===== src/sv/sts_pkg.sv =====
// ============================================================================
// Script token splitter package
// Shared types and character codes for the tokenizer datapath.
// ============================================================================
package sts_pkg;

    // Default width of the line counter.
    localparam int LINE_BITS_DEF = 16;

    // Width of the line number carried on the result item.
    localparam int LINE_OUT_W = 16;

    // Character codes that steer the tokenizer.
    localparam logic [7:0] CH_SPACE = 8'h20;
    localparam logic [7:0] CH_SEMI  = 8'h3B;
    localparam logic [7:0] CH_QUOTE = 8'h22;
    localparam logic [7:0] CH_CR    = 8'h0D;
    localparam logic [7:0] CH_LF    = 8'h0A;

    // Scanner mode held between bytes.
    typedef enum logic [1:0] {
        MODE_SKIP    = 2'd0,
        MODE_COMMENT = 2'd1,
        MODE_QUOTED  = 2'd2,
        MODE_PLAIN   = 2'd3
    } t_mode;

    // One result item as produced by the step logic.
    typedef struct packed {
        logic [7:0]            char_out;
        logic                  char_valid;
        logic                  token_start;
        logic                  token_end;
        logic                  is_quoted;
        logic                  spans_lines;
        logic [LINE_OUT_W-1:0] line_now;
    } t_result;

endpackage


===== src/sv/sts_step.sv =====
// ============================================================================
// Script token splitter step logic
// Combinational next-state and result logic for one script byte.
// ============================================================================
module sts_step #(
    parameter int LINE_BITS = sts_pkg::LINE_BITS_DEF
) (
    input  logic [7:0]           i_byte,
    input  logic                 i_first,
    input  logic                 i_last,
    input  sts_pkg::t_mode       i_mode,
    input  logic [LINE_BITS-1:0] i_line,
    input  logic                 i_nl_seen,
    output sts_pkg::t_mode       o_mode,
    output logic [LINE_BITS-1:0] o_line,
    output logic                 o_nl_seen,
    output sts_pkg::t_result     o_result
);

    localparam logic [LINE_BITS-1:0] LINE_MAX = {LINE_BITS{1'b1}};
    localparam logic [LINE_BITS-1:0] LINE_ONE = {{(LINE_BITS-1){1'b0}}, 1'b1};

    sts_pkg::t_mode       mode0;
    sts_pkg::t_mode       mode_n;
    logic [LINE_BITS-1:0] line0;
    logic                 nl0;
    logic                 nl_n;
    logic                 count;
    logic                 is_ws;
    logic                 is_lf;
    logic                 is_semi;
    logic                 is_quote;
    logic                 is_cr;
    logic                 cv;
    logic                 ts;
    logic                 te;
    logic                 qt;
    logic                 in_tok;
    logic [LINE_BITS+sts_pkg::LINE_OUT_W-1:0] line_ext;

    // Byte classes.
    assign is_ws    = (i_byte <= sts_pkg::CH_SPACE);
    assign is_lf    = (i_byte == sts_pkg::CH_LF);
    assign is_semi  = (i_byte == sts_pkg::CH_SEMI);
    assign is_quote = (i_byte == sts_pkg::CH_QUOTE);
    assign is_cr    = (i_byte == sts_pkg::CH_CR);

    // A new script restarts the scanner before the byte is taken.
    assign mode0 = i_first ? sts_pkg::MODE_SKIP : i_mode;
    assign line0 = i_first ? LINE_ONE : i_line;
    assign nl0   = i_first ? 1'b0 : i_nl_seen;

    // Mode transitions and token marks.
    always_comb begin
        mode_n = mode0;
        nl_n   = nl0;
        count  = 1'b0;
        cv     = 1'b0;
        ts     = 1'b0;
        te     = 1'b0;
        qt     = 1'b0;
        in_tok = 1'b0;
        case (mode0)
            sts_pkg::MODE_QUOTED: begin
                in_tok = 1'b1;
                qt     = 1'b1;
                if (is_quote) begin
                    te     = 1'b1;
                    mode_n = sts_pkg::MODE_SKIP;
                    nl_n   = 1'b0;
                end else begin
                    cv    = !is_cr;
                    count = is_lf;
                end
            end
            sts_pkg::MODE_PLAIN: begin
                in_tok = 1'b1;
                if (!is_ws && !is_semi) begin
                    cv = 1'b1;
                end else begin
                    // The terminator is then treated as a skipped byte.
                    te     = 1'b1;
                    mode_n = is_semi ? sts_pkg::MODE_COMMENT : sts_pkg::MODE_SKIP;
                    nl_n   = is_lf;
                    count  = is_lf;
                end
            end
            sts_pkg::MODE_COMMENT: begin
                if (is_lf) begin
                    count  = 1'b1;
                    nl_n   = 1'b1;
                    mode_n = sts_pkg::MODE_SKIP;
                end
            end
            default: begin
                if (is_ws) begin
                    if (is_lf) begin
                        count = 1'b1;
                        nl_n  = 1'b1;
                    end
                end else if (is_semi) begin
                    mode_n = sts_pkg::MODE_COMMENT;
                end else begin
                    ts     = 1'b1;
                    in_tok = 1'b1;
                    if (is_quote) begin
                        mode_n = sts_pkg::MODE_QUOTED;
                        qt     = 1'b1;
                    end else begin
                        mode_n = sts_pkg::MODE_PLAIN;
                        cv     = 1'b1;
                    end
                end
            end
        endcase

        // The final byte of a script closes any open token.
        if (i_last) begin
            if (mode_n == sts_pkg::MODE_QUOTED || mode_n == sts_pkg::MODE_PLAIN) begin
                te   = 1'b1;
                nl_n = 1'b0;
            end
            mode_n = sts_pkg::MODE_SKIP;
        end
    end

    // Saturating line counter.
    assign o_line    = (count && line0 != LINE_MAX) ? line0 + LINE_ONE : line0;
    assign o_mode    = mode_n;
    assign o_nl_seen = nl_n;

    // Result item; the line number is shown in its low bits.
    assign line_ext = {{sts_pkg::LINE_OUT_W{1'b0}}, o_line};

    always_comb begin
        o_result.char_out    = cv ? i_byte : 8'h00;
        o_result.char_valid  = cv;
        o_result.token_start = ts;
        o_result.token_end   = te;
        o_result.is_quoted   = qt;
        o_result.spans_lines = in_tok & nl0;
        o_result.line_now    = line_ext[sts_pkg::LINE_OUT_W-1:0];
    end

endmodule


===== src/sv/script_token_splitter_core.sv =====
// ============================================================================
// Script token splitter core
// Splits a script byte stream into tokens, one result item per byte.
// ============================================================================
// Each byte passes through the input register and then the result register
// before its result item is shown on the master side.
// Throughput: one byte per cycle while the master side takes results.
// Reset (synchronous, active low): both stages empty, mode skipping,
// line counter 1, newline flag clear.
module script_token_splitter_core #(
    parameter int LINE_BITS = sts_pkg::LINE_BITS_DEF
) (
    input  logic        i_clk,
    input  logic        i_rst_n,
    input  logic        s_axis_tvalid,
    output logic        s_axis_tready,
    input  logic [7:0]  s_axis_tdata,   // [7:0] byte_in
    input  logic        s_axis_tuser,   // [0] first
    input  logic        s_axis_tlast,   // last
    output logic        m_axis_tvalid,
    input  logic        m_axis_tready,
    output logic [23:0] m_axis_tdata,   // [7:0] char_out, [23:8] line_now
    output logic [3:0]  m_axis_tuser,   // [0] char_valid, [1] token_start,
                                        // [2] is_quoted, [3] spans_lines
    output logic        m_axis_tlast    // token_end
);

    localparam logic [LINE_BITS-1:0] LINE_ONE = {{(LINE_BITS-1){1'b0}}, 1'b1};

    // Input stage.
    logic                 r_in_valid;
    logic [7:0]           r_byte;
    logic                 r_first;
    logic                 r_last;

    // Scanner state.
    sts_pkg::t_mode       r_mode;
    logic [LINE_BITS-1:0] r_line;
    logic                 r_nl_seen;

    // Result stage.
    logic                 r_out_valid;
    sts_pkg::t_result     r_result;

    sts_pkg::t_mode       n_mode;
    logic [LINE_BITS-1:0] n_line;
    logic                 n_nl_seen;
    sts_pkg::t_result     n_result;
    logic                 out_load;

    // The result register takes an item when it is empty or being drained.
    assign out_load      = r_in_valid && (!r_out_valid || m_axis_tready);
    assign s_axis_tready = !r_in_valid || out_load;

    sts_step #(
        .LINE_BITS (LINE_BITS)
    ) u_step (
        .i_byte    (r_byte),
        .i_first   (r_first),
        .i_last    (r_last),
        .i_mode    (r_mode),
        .i_line    (r_line),
        .i_nl_seen (r_nl_seen),
        .o_mode    (n_mode),
        .o_line    (n_line),
        .o_nl_seen (n_nl_seen),
        .o_result  (n_result)
    );

    // Input register.
    always_ff @(posedge i_clk) begin
        if (!i_rst_n) begin
            r_in_valid <= 1'b0;
        end else if (s_axis_tready) begin
            r_in_valid <= s_axis_tvalid;
        end
        if (s_axis_tvalid && s_axis_tready) begin
            r_byte  <= s_axis_tdata;
            r_first <= s_axis_tuser;
            r_last  <= s_axis_tlast;
        end
    end

    // Scanner state advances as each item moves to the result register.
    always_ff @(posedge i_clk) begin
        if (!i_rst_n) begin
            r_mode    <= sts_pkg::MODE_SKIP;
            r_line    <= LINE_ONE;
            r_nl_seen <= 1'b0;
        end else if (out_load) begin
            r_mode    <= n_mode;
            r_line    <= n_line;
            r_nl_seen <= n_nl_seen;
        end
    end

    // Result register.
    always_ff @(posedge i_clk) begin
        if (!i_rst_n) begin
            r_out_valid <= 1'b0;
        end else if (out_load) begin
            r_out_valid <= 1'b1;
        end else if (m_axis_tready) begin
            r_out_valid <= 1'b0;
        end
        if (out_load) begin
            r_result <= n_result;
        end
    end

    assign m_axis_tvalid = r_out_valid;
    assign m_axis_tdata  = {r_result.line_now, r_result.char_out};
    assign m_axis_tuser  = {r_result.spans_lines, r_result.is_quoted,
                            r_result.token_start, r_result.char_valid};
    assign m_axis_tlast  = r_result.token_end;

    // The line counter never drops below one.
    a_line_nonzero: assert property (@(posedge i_clk) disable iff (!i_rst_n)
        r_line != '0)
        else $error("line counter reached zero");

    // A plain token opens on a character; a quoted one opens on its quote.
    a_start_char: assert property (@(posedge i_clk) disable iff (!i_rst_n)
        (r_out_valid && r_result.token_start) |->
            (r_result.char_valid != r_result.is_quoted))
        else $error("token start with wrong character flag");

    // Bytes outside a token carry no character.
    a_char_zero: assert property (@(posedge i_clk) disable iff (!i_rst_n)
        (r_out_valid && !r_result.char_valid) |-> (r_result.char_out == 8'h00))
        else $error("char_out not cleared outside a token");

    // An open token always holds the scanner in a token mode or ends here.
    a_mode_after_start: assert property (@(posedge i_clk) disable iff (!i_rst_n)
        (out_load && n_result.token_start && !n_result.token_end) |=>
            (r_mode == sts_pkg::MODE_QUOTED || r_mode == sts_pkg::MODE_PLAIN))
        else $error("token opened without entering a token mode");

endmodule

===== config.mk =====
export PLATFORM = sky130hd
export DESIGN_NAME = script_token_splitter_core
export DESIGN_NICKNAME = d
export VERILOG_FILES = /design/src/sv/sts_pkg.sv /design/src/sv/sts_step.sv /design/src/sv/script_token_splitter_core.sv
export SDC_FILE = /design/constraint.sdc
export NUM_CORES = 1
export LEC_CHECK = 0
export CAP_MARGIN = 20
export CORE_ASPECT_RATIO = 2
export CORE_MARGIN = 4
export CORE_UTILIZATION = 60
export CTS_CLUSTER_SIZE = 40
export DETAILED_ROUTE_END_ITERATION = 12
export DONT_BUFFER_PORTS = 1
export PLACE_DENSITY_LB_ADDON = 0.12
export SYNTH_ARGS = -nofsm -noshare
export SYNTH_HDL_FRONTEND = slang
export SYNTH_SLANG_ARGS = --single-unit

===== constraint.sdc =====
create_clock -name i_clk -period 5.3 [get_ports i_clk]
set_input_delay 0.265 -clock i_clk [delete_from_list [all_inputs] [get_ports i_clk]]
set_output_delay 0.265 -clock i_clk [all_outputs]
set_load 0.1 [all_outputs]

== Yosys cells after proc, flatten, opt, wreduce, memory -nomap -nowiden ==
Index checks and enable logic that the tools add are counted.

* Bits in registers: 60
* Input bits: 14
* Output and inout port bits: 31
* Word-level logic and storage cells: 88

* Add/subtract/negate cells: 1
* Order comparisons: 1
* Eq/ne operators: 10
* Multiplexer cells: 44
* Bitwise logic cells: 1
* Reduce and logical (&&, ||, !) cells: 16

{| class="wikitable"
|+ Operator list
! kind !! count
|-
| $mux 16 || 2
|-
| $mux 1 || 28
|-
| $add 16x1->16 const B || 1
|-
| $eq 8x4->1 const B || 2
|-
| $eq 8x6->1 const B || 2
|-
| $ne 16x16->1 const B || 1
|-
| $mux 2 || 7
|-
| $pmux 1 s3 || 3
|-
| $eq 2x2->1 const B || 4
|-
| $le 8x6->1 const B || 1
|-
| $pmux 1 s2 || 3
|-
| $pmux 2 s3 || 1
|-
| $logic_not 1->1 || 5
|-
| $logic_and 1x1->1 || 4
|-
| $reduce_or 2->1 || 2
|-
| $logic_or 1x1->1 || 3
|-
| $reduce_or 3->1 || 1
|-
| $eq 2x1->1 const B || 1
|-
| $reduce_bool 2->1 || 1
|-
| $and 1x1->1 || 1
|}

== Logic depth before layout (Yosys ltp) ==
Gate-level depths: netlist (run 1).

* Depth in word-level cells: 9
* Gate-level depth with buffers: 10

== Hierarchy ==
Synthesis (run 1) repeated with hierarchy kept, for this count alone.

* Cells, all modules: 291
* Area, all modules: 3,064.2 µm²

{| class="wikitable"
|+ By module, submodules not included
! module !! instances !! cells each !! area each (µm²) !! sequential area each (µm²)
|-
| script_token_splitter_core || 1 || 131 || 2,039.5 || 1,591.5
|-
| sts_step || 1 || 160 || 1,024.7 || 0.0
|}

== Least setup slack after synthesis (run 1) ==
OpenSTA, ideal clock, no wires.

* Kind: reg2reg
* From: register r_out_valid (netlist: m_axis_tvalid)
* To: register r_line[9]
* Setup time: 0.188 ns
* Data arrival time: 2.618 ns
* Required time: 5.112 ns
* Slack: 2.494 ns
* Cell stages (with the launch flop): 8
* Path buffers: 2
* Clock period less this slack: 2.806 ns
* Cell sequence: dfxtp_1 nor2b_1 nand2b_1 clkbuf_1 inv_1 clkbuf_1 nand4b_1 o221ai_1

* Word-level cells in the longest chain between the ends: 3

{| class="wikitable"
|+ Ends and longest elaborated chain
! what !! line !! text
|-
| start: declaration || script_token_splitter_core.sv:42 || <nowiki>logic r_out_valid;</nowiki>
|-
| start signal: assignment || script_token_splitter_core.sv:100 || <nowiki>r_out_valid <= 1'b0;</nowiki>
|-
| start signal: assignment || script_token_splitter_core.sv:102 || <nowiki>r_out_valid <= 1'b1;</nowiki>
|-
| start signal: assignment || script_token_splitter_core.sv:104 || <nowiki>r_out_valid <= 1'b0;</nowiki>
|-
| $logic_not 1->1 || script_token_splitter_core.sv:52 || <nowiki>assign out_load = r_in_valid && (!r_out_valid || m_axis_tready);</nowiki>
|-
| $logic_or 1x1->1 || script_token_splitter_core.sv:52 ||
|-
| $logic_and 1x1->1 || script_token_splitter_core.sv:52 ||
|-
| via out_load || script_token_splitter_core.sv:49 || <nowiki>logic out_load;</nowiki>
|-
| end signal: assignment || script_token_splitter_core.sv:92 || <nowiki>r_line <= n_line;</nowiki>
|-
| end: declaration || script_token_splitter_core.sv:38 || <nowiki>logic [LINE_BITS-1:0] r_line;</nowiki>
|}

The timed path passes the listed nets, and every way through them passes these cells.
A chain may end at the register's enable or synchronous reset.

== Worst setup path in the final report (run 1) ==
* From: register r_out_valid (netlist: m_axis_tvalid)
* To: register r_byte[0], enable pin

* Word-level cells in the longest chain between the ends: 5

{| class="wikitable"
|+ Ends and longest elaborated chain
! what !! line !! text
|-
| $logic_not 1->1 || script_token_splitter_core.sv:52 ||
|-
| $logic_or 1x1->1 || script_token_splitter_core.sv:52 ||
|-
| $logic_and 1x1->1 || script_token_splitter_core.sv:52 ||
|-
| $logic_or 1x1->1 || script_token_splitter_core.sv:53 || <nowiki>assign s_axis_tready = !r_in_valid || out_load;</nowiki>
|-
| via s_axis_tready || script_token_splitter_core.sv:16 || <nowiki>output logic s_axis_tready,</nowiki>
|-
| $logic_and 1x1->1 || script_token_splitter_core.sv:77 || <nowiki>if (s_axis_tvalid && s_axis_tready) begin</nowiki>
|-
| end signal: assignment || script_token_splitter_core.sv:78 || <nowiki>r_byte <= s_axis_tdata;</nowiki>
|-
| end: declaration || script_token_splitter_core.sv:32 || <nowiki>logic [7:0] r_byte;</nowiki>
|}

The timed path passes the listed nets, and every way through them passes these cells.

==> report_table.html, run 1 <==
<table>
<tr><th>Metric</th><th>Value</th></tr>
<tr><th colspan="2">Status</th></tr>
<tr><td>Result of the run</td><td>finished, final reports clean</td></tr>
<tr><th colspan="2">Final layout</th></tr>
<tr><td>Ant. Diodes</td><td>0</td></tr>
<tr><td>Area growth, synth to finish</td><td>8.25%</td></tr>
<tr><td>Ratio of cells with drive above 1 in the final layout</td><td>9.93%</td></tr>
<tr><td>Final instance area</td><td>3330 sq um</td></tr>
<tr><td>Filler instances</td><td>383</td></tr>
<tr><td>Fin nets</td><td>312</td></tr>
<tr><th colspan="2">Timing</th></tr>
<tr><td>Setup violations, final</td><td>0</td></tr>
<tr><td>Fmax</td><td>363 MHz</td></tr>
<tr><td>Worst-margin pin slew</td><td>0.953 ns</td></tr>
<tr><td>Clk_skew</td><td>0.00804 ns</td></tr>
<tr><td>Number of hold-slack violations in the final timing report</td><td>0</td></tr>
<tr><td>Final-report max-slew violation count</td><td>0</td></tr>
<tr><td>Setup repair after global routing missed its margin</td><td>no</td></tr>
<tr><td>Period utilization</td><td>51.9%</td></tr>
<tr><td>Final WS setup</td><td>2.55 ns</td></tr>
<tr><td>Headroom to the max-slew limit</td><td>36.4%</td></tr>
<tr><td>Setup TNS after final layout</td><td>0 ns</td></tr>
<tr><td>Min Tclk post-route</td><td>2.75 ns</td></tr>
<tr><th colspan="2">Pwr</th></tr>
<tr><td>Power Dens Cells</td><td>313 nW/um^2</td></tr>
<tr><td>Design internal power</td><td>0.748 mW</td></tr>
<tr><td>Net switching power</td><td>0.295 mW</td></tr>
<tr><td>Worst vdd ir</td><td>296 uV</td></tr>
<tr><td>Comb pwr share</td><td>5.0%</td></tr>
<tr><td>Clock network fraction of total power</td><td>36.9%</td></tr>
<tr><td>Tot Pwr</td><td>1.04 mW</td></tr>
<tr><td>Sequential cell fraction of total power</td><td>58.2%</td></tr>
<tr><td>Leakage component of the power</td><td>1.09 nW</td></tr>
<tr><td>Net switching fraction of the power</td><td>28.3%</td></tr>
<tr><th colspan="2">Clock network</th></tr>
<tr><td>Setup Fix Bufs, Post-CTS</td><td>0</td></tr>
<tr><td>TritonCTS clock tree</td><td>yes</td></tr>
<tr><td>Clock tree buffer depth</td><td>2</td></tr>
<tr><td>Number of sinks driven by the clock tree</td><td>60</td></tr>
<tr><td>Number of levels in the clock H-tree</td><td>3</td></tr>
<tr><td>Clock-pin slew on the worst setup and hold paths</td><td>0.06 ns</td></tr>
<tr><td>Clock network latency to the later pin of the worst-skew pair</td><td>0.34 ns</td></tr>
<tr><td>Number of buffers created by CTS</td><td>9</td></tr>
<tr><td>Clock tree root driver cell</td><td>sky130_fd_sc_hd__clkbuf_8</td></tr>
<tr><th colspan="2">Global route</th></tr>
<tr><td>Total congestion overflow</td><td>0</td></tr>
<tr><td>Global-route wire length before repair</td><td>11.1 mm</td></tr>
<tr><td>Overall global routing resource usage</td><td>23.4%</td></tr>
<tr><td>Number of antenna violations at the first check in global routing</td><td>0</td></tr>
<tr><td>Via count of the first global-routing pass</td><td>2265</td></tr>
<tr><td>Pin count of the biggest net entering global routing</td><td>30</td></tr>
<tr><th colspan="2">Logic synthesis</th></tr>
<tr><td>Synthesized area divided by synthesized cell count</td><td>10.5 sq um</td></tr>
<tr><td>Post-synthesis cell count</td><td>292</td></tr>
<tr><td>Post-synthesis cell area</td><td>3080 sq um</td></tr>
<tr><td>Largest cells by area after synthesis</td><td>sky130_fd_sc_hd__edfxtp_1, sky130_fd_sc_hd__dfxtp_1, sky130_fd_sc_hd__nand2_1</td></tr>
<tr><td>Number of unique standard cell types used by synthesis</td><td>58</td></tr>
<tr><td>Number of enable-type register cells in the synthesized netlist</td><td>39</td></tr>
<tr><td>Area share of the largest cell type after synthesis</td><td>38.0%</td></tr>
<tr><td>Share of flip-flops with an asynchronous set or reset after synthesis</td><td>0%</td></tr>
<tr><td>Portion of the post-synthesis area used by sequential elements</td><td>51.7%</td></tr>
<tr><td>Synthesized flop and latch total</td><td>60</td></tr>
<tr><td>YS warnings</td><td>0</td></tr>
<tr><td>Most area-hungry cell type in the Yosys netlist</td><td>sky130_fd_sc_hd__edfxtp_1</td></tr>
<tr><td>Top flip-flop cell by instance count after synthesis</td><td>sky130_fd_sc_hd__edfxtp_1</td></tr>
<tr><td>Net count of the mapped netlist</td><td>307</td></tr>
<tr><th colspan="2">Floorplanning</th></tr>
<tr><td>Area enclosed by the die boundary</td><td>6410 sq um</td></tr>
<tr><td>Horizontal die dimension</td><td>58.6 um</td></tr>
<tr><td>Die height</td><td>109 um</td></tr>
<tr><td>Effective utilization at floorplan</td><td>62.7%</td></tr>
<tr><td>Number of top-level pins</td><td>45</td></tr>
<tr><td>Cell row count</td><td>36</td></tr>
<tr><td>Area of the core</td><td>4910 sq um</td></tr>
<tr><th colspan="2">Drt</th></tr>
<tr><td>Pre-antenna DRT Iters</td><td>5</td></tr>
<tr><td>Vias/cell</td><td>6.44</td></tr>
<tr><td>Vias after detailed routing</td><td>2311</td></tr>
<tr><td>Post-detailed-route count of antenna-violating nets</td><td>0</td></tr>
<tr><td>Wire per inst</td><td>19.0 um</td></tr>
<tr><td>Starting DRC count in detailed routing</td><td>99</td></tr>
<tr><td>DRC violation count after routing</td><td>0</td></tr>
<tr><td>Total Routed Length</td><td>6.82 mm</td></tr>
<tr><th colspan="2">Worst setup path</th></tr>
<tr><td>Sort of element at the start of the critical path</td><td>register</td></tr>
<tr><td>Largest driver fanout on the critical path</td><td>10</td></tr>
<tr><td>Origin of the critical flop-to-flop path</td><td>m_axis_tvalid</td></tr>
<tr><td>Start point of the critical path</td><td>m_axis_tvalid</td></tr>
<tr><td>Critical Path End Type</td><td>register</td></tr>
<tr><td>WS Path Type</td><td>reg2reg</td></tr>
<tr><td>Worst EP required</td><td>5.34 ns</td></tr>
<tr><td>Arrival time reported for the critical path endpoint</td><td>2.80 ns</td></tr>
<tr><th colspan="2">Placed design</th></tr>
<tr><td>Total half-perimeter wirelength after legalization and detailed placement</td><td>4.75 mm</td></tr>
<tr><td>IO buf count</td><td>0</td></tr>
<tr><td>Global placement routability congestion</td><td>0.831</td></tr>
<tr><td>Area post-placement</td><td>3110 sq um</td></tr>
<tr><td>Worst slack at placement</td><td>2.55 ns</td></tr>
<tr><th colspan="2">Worst hold path</th></tr>
<tr><td>Critical hold path startpoint</td><td>s_axis_tdata[4]</td></tr>
<tr><td>Type of the tightest min-delay check</td><td>in2reg</td></tr>
<tr><th colspan="2">Flow run</th></tr>
<tr><td>Maximum Capacitance Violations</td><td>0</td></tr>
</table>
-- critical path, cell delays in order (launching register included) --
cell	delay (ns)
sky130_fd_sc_hd__dfxtp_1	0.95
sky130_fd_sc_hd__nor2b_1	0.33
sky130_fd_sc_hd__nand2_1	0.62
sky130_fd_sc_hd__and2_1	0.56
-- through the flow --
step / util (%) / instances / hold slack, ns
2_1_floorplan: - / 292 / 0.364
3_3_place_gp: 63.3 / 339 / 0.364
3_5_place_dp: 63.3 / 339 / 0.364
4_1_cts: 67.0 / 355 / 0.00446
5_1_grt: 67.9 / 359 / 0.00153
6_report: 67.9 / 359 / 0.0210
-- layout make-up --
class / count / area [sq um] / share of cell area (%)
Timing Repair Buffer: 7 / 62.6 / 1.88
Multi-Input combinational cell: 211 / 1390 / 41.8
Clock buffer: 10 / 128 / 3.83
Tap cell: 57 / 71.3 / 2.14
Clock inverter: 6 / 55.1 / 1.65
Sequential cell: 60 / 1590 / 47.8
Inverter: 8 / 30.0 / 0.901
-- state kept, by name (all words and copies together), names as in the netlist --
name	count
m_axis_tdata	24
r_line	16
r_byte	8
m_axis_tuser	4
r_mode	2
m_axis_tlast	1
m_axis_tvalid	1
r_first	1
r_in_valid	1
r_last	1
r_nl_seen	1
-- repair_timing --
action | 4_1_cts | 5_1_grt
resized for setup | 0 | 0
hold buffers | 0 | 4
endpoints found under the setup margin | 0 | 0
endpoints found under the hold margin | 0 | 4
-- power groups by stage --
stage	logic, mW	registers, mW	clock network (mW)
after floorplan	0.0407	0.612	0
after global placement	0.0480	0.616	0
after detailed placement	0.0489	0.617	0
after global routing	0.0573	0.608	0.413
final	0.0517	0.607	0.385
after CTS	0.0493	0.607	0.392
-- per-layer routing --
metal | vias to the layer above | part of all wire, % | global-route usage [%]
li1 | 1115 | - | -
met3 | 14 | 3.6 | 5.05
met2 | 68 | 56 | 40.4
met5 | - | 0 | 0
met4 | 0 | 2.7 | 16.0
met1 | 1114 | 38 | 24.7
-- cell families (layout without fill, tap and decap cells) --
| logic type | count (synthesis) | after routing | share of synthesized area, % |
|---|---|---|---|
| adder cells (fa/ha/maj) | 1 | 1 | 0.406 |
| AND/OR/NAND/NOR | 141 | 141 | 27.2 |
| XOR/XNOR | 10 | 10 | 2.85 |
| buffers and inverters | 21 | 31 | 3.01 |
| AO/OA/AOI/OAI | 57 | 57 | 14.2 |
| flip-flops | 60 | 60 | 51.7 |
| multiplexers | 2 | 2 | 0.650 |
-- cell usage in the layout (no fill, tap or decap), types with 4 or more instances in the layout --
| cell type | count |
|---|---|
| sky130_fd_sc_hd__inv_1 | 8 |
| sky130_fd_sc_hd__and4b_1 | 4 |
| sky130_fd_sc_hd__xnor2_1 | 5 |
| sky130_fd_sc_hd__nor4_1 | 4 |
| sky130_fd_sc_hd__clkbuf_8 | 9 |
| sky130_fd_sc_hd__nand3_1 | 17 |
| sky130_fd_sc_hd__dlygate4sd3_1 | 4 |
| sky130_fd_sc_hd__a21oi_1 | 12 |
| sky130_fd_sc_hd__edfxtp_1 | 39 |
| sky130_fd_sc_hd__and2_1 | 14 |
| sky130_fd_sc_hd__o21ai_0 | 9 |
| sky130_fd_sc_hd__nand2_1 | 30 |
| sky130_fd_sc_hd__a31oi_1 | 6 |
| sky130_fd_sc_hd__xor2_1 | 5 |
| sky130_fd_sc_hd__nor2b_1 | 14 |
| sky130_fd_sc_hd__nand4_1 | 7 |
| sky130_fd_sc_hd__or4_1 | 8 |
| sky130_fd_sc_hd__o211ai_1 | 6 |
| sky130_fd_sc_hd__or3_1 | 7 |
| sky130_fd_sc_hd__nor2_1 | 16 |
| sky130_fd_sc_hd__dfxtp_1 | 21 |
-- cells in the mapped netlist, types with 2 or more instances --
cell type / instances
sky130_fd_sc_hd__nor4_4: 2
sky130_fd_sc_hd__nand2_1: 30
sky130_fd_sc_hd__a31oi_1: 6
sky130_fd_sc_hd__nand4_1: 7
sky130_fd_sc_hd__nand3_1: 17
sky130_fd_sc_hd__a32oi_1: 2
sky130_fd_sc_hd__nor2b_1: 14
sky130_fd_sc_hd__o211ai_1: 6
sky130_fd_sc_hd__a2111oi_2: 2
sky130_fd_sc_hd__nor3_1: 3
sky130_fd_sc_hd__and3_1: 2
sky130_fd_sc_hd__o32ai_1: 2
sky130_fd_sc_hd__clkbuf_1: 9
sky130_fd_sc_hd__o31a_1: 3
sky130_fd_sc_hd__and4b_1: 4
sky130_fd_sc_hd__or4_1: 8
sky130_fd_sc_hd__edfxtp_1: 39
sky130_fd_sc_hd__a21oi_1: 12
sky130_fd_sc_hd__and2_1: 14
sky130_fd_sc_hd__or3_1: 7
sky130_fd_sc_hd__nor2_1: 16
sky130_fd_sc_hd__dfxtp_1: 21
sky130_fd_sc_hd__inv_1: 8
sky130_fd_sc_hd__a211oi_1: 2
sky130_fd_sc_hd__xor2_1: 5
sky130_fd_sc_hd__o21ai_0: 9
sky130_fd_sc_hd__nor4_1: 4
sky130_fd_sc_hd__xnor2_1: 5
sky130_fd_sc_hd__nand4b_1: 3
sky130_fd_sc_hd__mux2i_1: 2
-- path summary, 6_finish.rpt --
check | end | slack, ns | depth (start not counted)
hold / removal | r_byte[4] | 0.02 | 0
setup reg to reg | r_byte[0] | 2.55 | 3
hold reg to reg | r_line[13] | 0.51 | 2
setup / recovery | r_byte[0] | 2.55 | 3
No activity file was read; power rests on OpenSTA's default activity.
==> run 2: changes to the inputs <==
- clock period: 5.3 -> 2.75 ns (I/O delays scaled with it)
==> run 2 against run 1 <==
Net effect: clock power increased by 150%; final cell count increased by 4.2%; clock skew about the same; sequential cell count unchanged; first-iteration DRC count increased by 24%; non-clock buffer count increased by 15; fmax increased by 14%; combinational power increased by 140%; critical path depth increased by 4; power increased by 110%; global-route usage increased by 1.5 points; critical endpoint is now r_line[12]; largest power group unchanged.
==> report_table.html, run 2 (synthesized netlist as in run 1, its figures left out) <==
<table>
<tr><th>Metric</th><th>Value</th></tr>
<tr><th colspan="2">Final layout</th></tr>
<tr><td>Commonest cells after routing, fill and taps aside</td><td>sky130_fd_sc_hd__edfxtp_1, sky130_fd_sc_hd__nand2_1, sky130_fd_sc_hd__dfxtp_1 (unchanged)</td></tr>
<tr><td>Flip-flop count of the largest register, all copies and words added</td><td>24 (unchanged)</td></tr>
<tr><td>Sequential cell area</td><td>1590 sq um (about the same)</td></tr>
<tr><td>Fin nets</td><td>327 (was 312)</td></tr>
<tr><td>Area growth, synth to finish</td><td>14.8% (was 8.25%)</td></tr>
<tr><td>Filler instances</td><td>362 (was 383)</td></tr>
<tr><td>Ant. Diodes</td><td>0 (unchanged)</td></tr>
<tr><td>Final core area utilization</td><td>72.0% (was 67.9%)</td></tr>
<tr><td>Area occupied by multi-input gates</td><td>1390 sq um (unchanged)</td></tr>
<tr><td>Most common cell after layout, fill and taps aside</td><td>sky130_fd_sc_hd__edfxtp_1 (unchanged)</td></tr>
<tr><td>Ratio of cells with drive above 1 in the final layout</td><td>12.9% (was 9.93%)</td></tr>
<tr><th colspan="2">Global route</th></tr>
<tr><td>Overall global routing resource usage</td><td>25.0% (was 23.4%)</td></tr>
<tr><td>Pin count of the biggest net entering global routing</td><td>28 (was 30)</td></tr>
<tr><td>Via count of the first global-routing pass</td><td>2513 (was 2265)</td></tr>
<tr><td>Global-route wire length before repair</td><td>12.0 mm (was 11.1 mm)</td></tr>
<tr><td>Number of antenna violations at the first check in global routing</td><td>0 (unchanged)</td></tr>
<tr><td>Total congestion overflow</td><td>0 (unchanged)</td></tr>
<tr><th colspan="2">Drt</th></tr>
<tr><td>Post-detailed-route count of antenna-violating nets</td><td>0 (unchanged)</td></tr>
<tr><td>Vias/cell</td><td>6.55 (was 6.44)</td></tr>
<tr><td>Total Routed Length</td><td>7.28 mm (was 6.82 mm)</td></tr>
<tr><td>Vias after detailed routing</td><td>2451 (was 2311)</td></tr>
<tr><td>Starting DRC count in detailed routing</td><td>123 (was 99)</td></tr>
<tr><td>Pre-antenna DRT Iters</td><td>4 (was 5)</td></tr>
<tr><td>Wire per inst</td><td>19.5 um (was 19.0 um)</td></tr>
<tr><td>DRC violation count after routing</td><td>0 (unchanged)</td></tr>
<tr><th colspan="2">Floorplanning</th></tr>
<tr><td>Area of the core</td><td>4910 sq um (unchanged)</td></tr>
<tr><td>Horizontal die dimension</td><td>58.6 um (unchanged)</td></tr>
<tr><td>Die height</td><td>109 um (unchanged)</td></tr>
<tr><td>Area enclosed by the die boundary</td><td>6410 sq um (unchanged)</td></tr>
<tr><td>Effective utilization at floorplan</td><td>62.7% (unchanged)</td></tr>
<tr><td>Number of top-level pins</td><td>45 (unchanged)</td></tr>
<tr><td>Cell row count</td><td>36 (unchanged)</td></tr>
<tr><th colspan="2">Timing</th></tr>
<tr><td>Final WS setup</td><td>0.341 ns (was 2.55 ns)</td></tr>
<tr><td>Setup violations, final</td><td>0 (unchanged)</td></tr>
<tr><td>Setup TNS after final layout</td><td>0 ns (unchanged)</td></tr>
<tr><td>Fmax</td><td>415 MHz (was 363 MHz)</td></tr>
<tr><td>Period utilization</td><td>87.6% (was 51.9%)</td></tr>
<tr><td>Final-report max-slew violation count</td><td>0 (unchanged)</td></tr>
<tr><td>WHS</td><td>0.00858 ns (was 0.0210 ns)</td></tr>
<tr><td>Headroom to the max-slew limit</td><td>38.8% (was 36.4%)</td></tr>
<tr><td>Setup repair after global routing missed its margin</td><td>no (unchanged)</td></tr>
<tr><td>Worst-margin pin slew</td><td>0.919 ns (was 0.953 ns)</td></tr>
<tr><td>Clk_skew</td><td>0.00772 ns (was 0.00804 ns)</td></tr>
<tr><td>Min Tclk post-route</td><td>2.41 ns (was 2.75 ns)</td></tr>
<tr><td>Number of hold-slack violations in the final timing report</td><td>0 (unchanged)</td></tr>
<tr><th colspan="2">Clock network</th></tr>
<tr><td>Number of sinks driven by the clock tree</td><td>60 (unchanged)</td></tr>
<tr><td>Setup Fix Bufs, Post-CTS</td><td>0 (unchanged)</td></tr>
<tr><td>Number of buffers created by CTS</td><td>9 (unchanged)</td></tr>
<tr><td>Number of levels in the clock H-tree</td><td>3 (unchanged)</td></tr>
<tr><td>Post-CTS Hold Fix Bufs</td><td>12 (was 0)</td></tr>
<tr><td>Clock tree buffer depth</td><td>2 (unchanged)</td></tr>
<tr><td>Clock tree root driver cell</td><td>sky130_fd_sc_hd__clkbuf_8 (unchanged)</td></tr>
<tr><td>Cells resized by post-CTS repair</td><td>0 (unchanged)</td></tr>
<tr><td>TritonCTS clock tree</td><td>yes (unchanged)</td></tr>
<tr><td>Clock network latency to the later pin of the worst-skew pair</td><td>0.33 ns (was 0.34 ns)</td></tr>
<tr><td>Clock-pin slew on the worst setup and hold paths</td><td>0.07 ns (was 0.06 ns)</td></tr>
<tr><th colspan="2">Worst setup path</th></tr>
<tr><td>Combined buffer and inverter count along the critical path</td><td>0 (unchanged)</td></tr>
<tr><td>WS Path Type</td><td>reg2reg (unchanged)</td></tr>
<tr><td>Largest driver fanout on the critical path</td><td>5 (was 10)</td></tr>
<tr><td>Worst-path cell with the longest stage delay</td><td>sky130_fd_sc_hd__nor4_4 (was sky130_fd_sc_hd__dfxtp_1)</td></tr>
<tr><td>Worst EP required</td><td>3.01 ns (was 5.34 ns)</td></tr>
<tr><td>Start point of the critical path</td><td>r_first (was m_axis_tvalid)</td></tr>
<tr><td>Cell chain of the critical path</td><td>nor2b_1 -&gt; ha_1 -&gt; nand4b_1 -&gt; nor4_4 -&gt; nand4_1 -&gt; or4_1 -&gt; o211ai_1 (was nor2b_1 -&gt; nand2_1 -&gt; and2_1)</td></tr>
<tr><td>Crit path largest cell delay</td><td>0.46 ns (was 0.95 ns)</td></tr>
<tr><td>Critical path's top delay family</td><td>simple AND/OR/NAND/NOR gates (unchanged)</td></tr>
<tr><td>Arrival time reported for the critical path endpoint</td><td>2.67 ns (was 2.80 ns)</td></tr>
<tr><td>Origin of the critical flop-to-flop path</td><td>r_first (was m_axis_tvalid)</td></tr>
<tr><td>Critical Path End Type</td><td>register (unchanged)</td></tr>
<tr><td>Sort of element at the start of the critical path</td><td>register (unchanged)</td></tr>
<tr><th colspan="2">Pwr</th></tr>
<tr><td>Leakage component of the power</td><td>1.19 nW (was 1.09 nW)</td></tr>
<tr><td>Worst vdd ir</td><td>754 uV (was 296 uV)</td></tr>
<tr><td>Power Dens Cells</td><td>633 nW/um^2 (was 313 nW/um^2)</td></tr>
<tr><th colspan="2">Flow run</th></tr>
<tr><td>Maximum Capacitance Violations</td><td>0 (unchanged)</td></tr>
<tr><th colspan="2">Placed design</th></tr>
<tr><td>Worst slack at placement</td><td>0.378 ns (was 2.55 ns)</td></tr>
<tr><td>Total half-perimeter wirelength after legalization and detailed placement</td><td>5.00 mm (was 4.75 mm)</td></tr>
<tr><td>IO buf count</td><td>0 (unchanged)</td></tr>
<tr><td>Global placement routability congestion</td><td>0.845 (was 0.831)</td></tr>
<tr><th colspan="2">Worst hold path</th></tr>
<tr><td>Critical hold path startpoint</td><td>i_rst_n (was s_axis_tdata[4])</td></tr>
<tr><td>Type of the tightest min-delay check</td><td>in2reg (unchanged)</td></tr>
<tr><th colspan="2">Status</th></tr>
<tr><td>Result of the run</td><td>finished, final reports clean (unchanged)</td></tr>
</table>
==> run 2: metal layers <==
metal	up-vias	wire length [um]	global-route usage [%]
met2	88	4130	44.7
met1	1188	2550	25.8
li1	1149	-	-
met4	0	281	14.6
met3	26	315	5.41
met5	-	0	0
==> run 2: where the power goes <==
part / internal [mW] / switching (mW) / leakage, nW / total (mW)
registers: 1.00 / 0.165 / 0.539 / 1.16
clock network: 0.598 / 0.349 / 0.115 / 0.947
logic: 0.0457 / 0.0799 / 0.539 / 0.126
total: 1.64 / 0.594 / 1.19 / 2.24
==> run 2: stage by stage <==
step                      power (mW)  instance area (sq um)  cells
after global placement          1.29                   3180    346
final                           2.24                   3530    374
after floorplan                 1.26                   3080    292
after detailed placement        1.29                   3180    346
after global routing            2.30                   3530    374
after CTS                       2.25                   3530    374
==> run 2: path summary, 6_finish.rpt <==
check / to / slack, ns / cells after the start
worst min-delay path: r_line[9] / 0.009 / 2
worst min register to register: m_axis_tvalid / 0.51 / 2
worst max register to register: r_line[12] / 0.34 / 7
worst max-delay path: r_line[12] / 0.34 / 7
==> run 2: cell type report <==
cell class	count	share of cell area [%]
clock buffers	9	3.50
well taps	57	2.02
flip-flops and latches	60	45.1
repair buffers	22	5.88
clock inverters	7	3.26
inverters	8	0.850
multi-input cells	211	39.4
==> run 2: worst reg2reg max path: stages (launching register included) <==
cell and delay (ns):
sky130_fd_sc_hd__edfxtp_1 0.45, sky130_fd_sc_hd__nor2b_1 0.22, sky130_fd_sc_hd__ha_1 0.22, sky130_fd_sc_hd__nand4b_1 0.22, sky130_fd_sc_hd__nor4_4 0.46, sky130_fd_sc_hd__nand4_1 0.22, sky130_fd_sc_hd__or4_1 0.44, sky130_fd_sc_hd__o211ai_1 0.10
==> run 3: changes to the inputs <==
- CORE_MARGIN: 4 -> 1.5
- CORE_UTILIZATION: 60 -> 63
- CTS_CLUSTER_SIZE: 40 -> default
==> run 3 against run 2 <==
Net effect: clock power is 21% lower; die area down 17%; clock-buffer cell count up 1; worst hold slack lost 0.0012 ns; critical path depth fell by 2; combinational power up 3%; sequential cell count did not move; sequential power about the same; via count increased by 2.0%; critical path type unchanged; largest cell class unchanged.
==> report_table.html, run 3 (synthesized netlist as in run 1, its figures left out) <==
<table>
<tr><th>Metric</th><th>Value</th></tr>
<tr><th colspan="2">Timing</th></tr>
<tr><td>Worst-margin pin slew</td><td>0.954 ns (was 0.919 ns)</td></tr>
<tr><td>Headroom to the max-slew limit</td><td>36.2% (was 38.8%)</td></tr>
<tr><td>Min Tclk post-route</td><td>2.43 ns (was 2.41 ns)</td></tr>
<tr><td>Number of hold-slack violations in the final timing report</td><td>0 (unchanged)</td></tr>
<tr><td>Final-report max-slew violation count</td><td>0 (unchanged)</td></tr>
<tr><td>Setup repair after global routing missed its margin</td><td>no (unchanged)</td></tr>
<tr><td>Setup violations, final</td><td>0 (unchanged)</td></tr>
<tr><td>Clk_skew</td><td>0.0112 ns (was 0.00772 ns)</td></tr>
<tr><td>Setup TNS after final layout</td><td>0 ns (unchanged)</td></tr>
<tr><td>Fmax</td><td>412 MHz (was 415 MHz)</td></tr>
<tr><td>Period utilization</td><td>88.4% (was 87.6%)</td></tr>
<tr><th colspan="2">Floorplanning</th></tr>
<tr><td>Die height</td><td>102 um (was 109 um)</td></tr>
<tr><td>Number of top-level pins</td><td>45 (unchanged)</td></tr>
<tr><td>Horizontal die dimension</td><td>52.4 um (was 58.6 um)</td></tr>
<tr><td>Area of the core</td><td>4640 sq um (was 4910 sq um)</td></tr>
<tr><td>Area enclosed by the die boundary</td><td>5340 sq um (was 6410 sq um)</td></tr>
<tr><td>Cell row count</td><td>35 (was 36)</td></tr>
<tr><td>Effective utilization at floorplan</td><td>66.3% (was 62.7%)</td></tr>
<tr><th colspan="2">Worst setup path</th></tr>
<tr><td>Largest driver fanout on the critical path</td><td>9 (was 5)</td></tr>
<tr><td>Critical Path End Type</td><td>register (unchanged)</td></tr>
<tr><td>Worst EP required</td><td>2.95 ns (was 3.01 ns)</td></tr>
<tr><td>Sort of element at the start of the critical path</td><td>register (unchanged)</td></tr>
<tr><td>Arrival time reported for the critical path endpoint</td><td>2.63 ns (was 2.67 ns)</td></tr>
<tr><td>WS Path Type</td><td>reg2reg (unchanged)</td></tr>
<tr><th colspan="2">Final layout</th></tr>
<tr><td>Final instance area</td><td>3480 sq um (was 3530 sq um)</td></tr>
<tr><td>Ratio of cells with drive above 1 in the final layout</td><td>12.5% (was 12.9%)</td></tr>
<tr><td>Filler instances</td><td>338 (was 362)</td></tr>
<tr><td>Flip-flop count of the largest register, all copies and words added</td><td>24 (unchanged)</td></tr>
<tr><td>Commonest cells after routing, fill and taps aside</td><td>sky130_fd_sc_hd__edfxtp_1, sky130_fd_sc_hd__nand2_1, sky130_fd_sc_hd__dfxtp_1 (unchanged)</td></tr>
<tr><td>Fin nets</td><td>329 (was 327)</td></tr>
<tr><td>Most common cell after layout, fill and taps aside</td><td>sky130_fd_sc_hd__edfxtp_1 (unchanged)</td></tr>
<tr><td>Ant. Diodes</td><td>0 (unchanged)</td></tr>
<tr><td>Area growth, synth to finish</td><td>13.1% (was 14.8%)</td></tr>
<tr><th colspan="2">Pwr</th></tr>
<tr><td>Leakage component of the power</td><td>1.18 nW (was 1.19 nW)</td></tr>
<tr><td>Power Dens Cells</td><td>587 nW/um^2 (was 633 nW/um^2)</td></tr>
<tr><td>Tot Pwr</td><td>2.04 mW (was 2.24 mW)</td></tr>
<tr><td>Worst vdd ir</td><td>672 uV (was 754 uV)</td></tr>
<tr><th colspan="2">Drt</th></tr>
<tr><td>Wire per inst</td><td>20.0 um (was 19.5 um)</td></tr>
<tr><td>Post-detailed-route count of antenna-violating nets</td><td>0 (unchanged)</td></tr>
<tr><td>Total Routed Length</td><td>7.49 mm (was 7.28 mm)</td></tr>
<tr><td>DRC violation count after routing</td><td>0 (unchanged)</td></tr>
<tr><td>Pre-antenna DRT Iters</td><td>5 (was 4)</td></tr>
<tr><td>Vias/cell</td><td>6.69 (was 6.55)</td></tr>
<tr><td>Vias after detailed routing</td><td>2501 (was 2451)</td></tr>
<tr><td>Starting DRC count in detailed routing</td><td>120 (was 123)</td></tr>
<tr><th colspan="2">Flow run</th></tr>
<tr><td>Maximum Capacitance Violations</td><td>0 (unchanged)</td></tr>
<tr><th colspan="2">Clock network</th></tr>
<tr><td>Clock tree buffer depth</td><td>2 (unchanged)</td></tr>
<tr><td>Clock-pin slew on the worst setup and hold paths</td><td>0.07 ns (about the same)</td></tr>
<tr><td>Cells resized by post-CTS repair</td><td>0 (unchanged)</td></tr>
<tr><td>Clock tree root driver cell</td><td>sky130_fd_sc_hd__clkbuf_8 (unchanged)</td></tr>
<tr><td>Number of sinks driven by the clock tree</td><td>60 (unchanged)</td></tr>
<tr><td>Clock network latency to the later pin of the worst-skew pair</td><td>0.35 ns (was 0.33 ns)</td></tr>
<tr><td>Number of buffers created by CTS</td><td>9 (unchanged)</td></tr>
<tr><td>TritonCTS clock tree</td><td>yes (unchanged)</td></tr>
<tr><td>Number of levels in the clock H-tree</td><td>3 (unchanged)</td></tr>
<tr><th colspan="2">Global route</th></tr>
<tr><td>Pin count of the biggest net entering global routing</td><td>28 (unchanged)</td></tr>
<tr><td>Via count of the first global-routing pass</td><td>2483 (was 2513)</td></tr>
<tr><td>Number of antenna violations at the first check in global routing</td><td>0 (unchanged)</td></tr>
<tr><td>Global-route wire length before repair</td><td>12.2 mm (was 12.0 mm)</td></tr>
<tr><td>Overall global routing resource usage</td><td>31.7% (was 25.0%)</td></tr>
<tr><td>Total congestion overflow</td><td>0 (unchanged)</td></tr>
<tr><th colspan="2">Placed design</th></tr>
<tr><td>Area post-placement</td><td>3170 sq um (was 3180 sq um)</td></tr>
<tr><td>Global placement routability congestion</td><td>0.884 (was 0.845)</td></tr>
<tr><td>IO buf count</td><td>0 (unchanged)</td></tr>
<tr><td>Total half-perimeter wirelength after legalization and detailed placement</td><td>5.30 mm (was 5.00 mm)</td></tr>
<tr><th colspan="2">Status</th></tr>
<tr><td>Result of the run</td><td>finished, final reports clean (unchanged)</td></tr>
<tr><th colspan="2">Worst hold path</th></tr>
<tr><td>Type of the tightest min-delay check</td><td>in2reg (unchanged)</td></tr>
</table>
-- run 3: cell types whose count changed in the layout (fill, tap and decap cells not counted) --
cell / delta
sky130_fd_sc_hd__clkinv_2: +1
sky130_fd_sc_hd__clkbuf_1: +1
sky130_fd_sc_hd__dlygate4sd3_1: +1
sky130_fd_sc_hd__clkinv_1: +1
sky130_fd_sc_hd__bufinv_16: -2
sky130_fd_sc_hd__buf_12: -1
sky130_fd_sc_hd__clkinvlp_4: -1
sky130_fd_sc_hd__buf_4: +2
-- run 3: repair_timing --
action / 4_1_cts / 5_1_grt
hold buffers: 13 / 0
endpoints found under the hold margin: 23 / 0
setup buffers: 0 / 0
-- run 3: worst max-delay path, stage by stage (launching register included) --
cell	delay, ns
sky130_fd_sc_hd__edfxtp_1	0.47
sky130_fd_sc_hd__or3_1	0.25
sky130_fd_sc_hd__o22a_1	0.34
sky130_fd_sc_hd__a32oi_1	0.15
sky130_fd_sc_hd__o32ai_1	0.80
sky130_fd_sc_hd__and2_1	0.26
-- run 3: stage by stage --
stage	hold WS (ns)	util (%)	cells	setup slack [ns]
floorplan	0.236	-	292	0.216
global placement	0.236	68.2	345	0.471
detailed placement	0.236	68.2	345	0.407
CTS	0.00120	75.0	374	0.398
global route	0.0310	75.0	374	0.164
finish	0.00734	75.0	374	0.320
-- run 3: final cells by class --
cell class / instances / area (sq um) / area share [%]
inverters: 8 / 30.0 / 0.862
repair buffers: 24 / 213 / 6.11
flip-flops and latches: 60 / 1590 / 45.7
multi-input cells: 211 / 1390 / 40.0
clock inverters: 6 / 56.3 / 1.62
well taps: 55 / 68.8 / 1.98
clock buffers: 10 / 128 / 3.67
-- run 3: final timing paths --
| kind | startpoint | depth (start not counted) | to | slack [ns] |
|---|---|---|---|---|
| worst max register to register | r_byte[0] | 5 | m_axis_tdata[5] | 0.32 |
| worst min-delay path | i_rst_n | 2 | r_line[9] | 0.007 |
| worst min register to register | r_line[13] | 2 | r_line[13] | 0.51 |
| worst max-delay path | r_byte[0] | 5 | m_axis_tdata[5] | 0.32 |
-- run 3: power by group --
group	internal, mW	switching [mW]
registers	1.00	0.165
clock network	0.410	0.339
logic	0.0463	0.0841
total	1.46	0.588
-- run 3: metal layers --
metal  global-route usage, %  vias up  part of all wire [%]
met5                       0        -                     0
met4                    16.8        0                   4.1
met3                    7.89       28                   4.4
met2                    55.4      113                    57
met1                    34.1     1208                    35
li1                        -     1152                     -
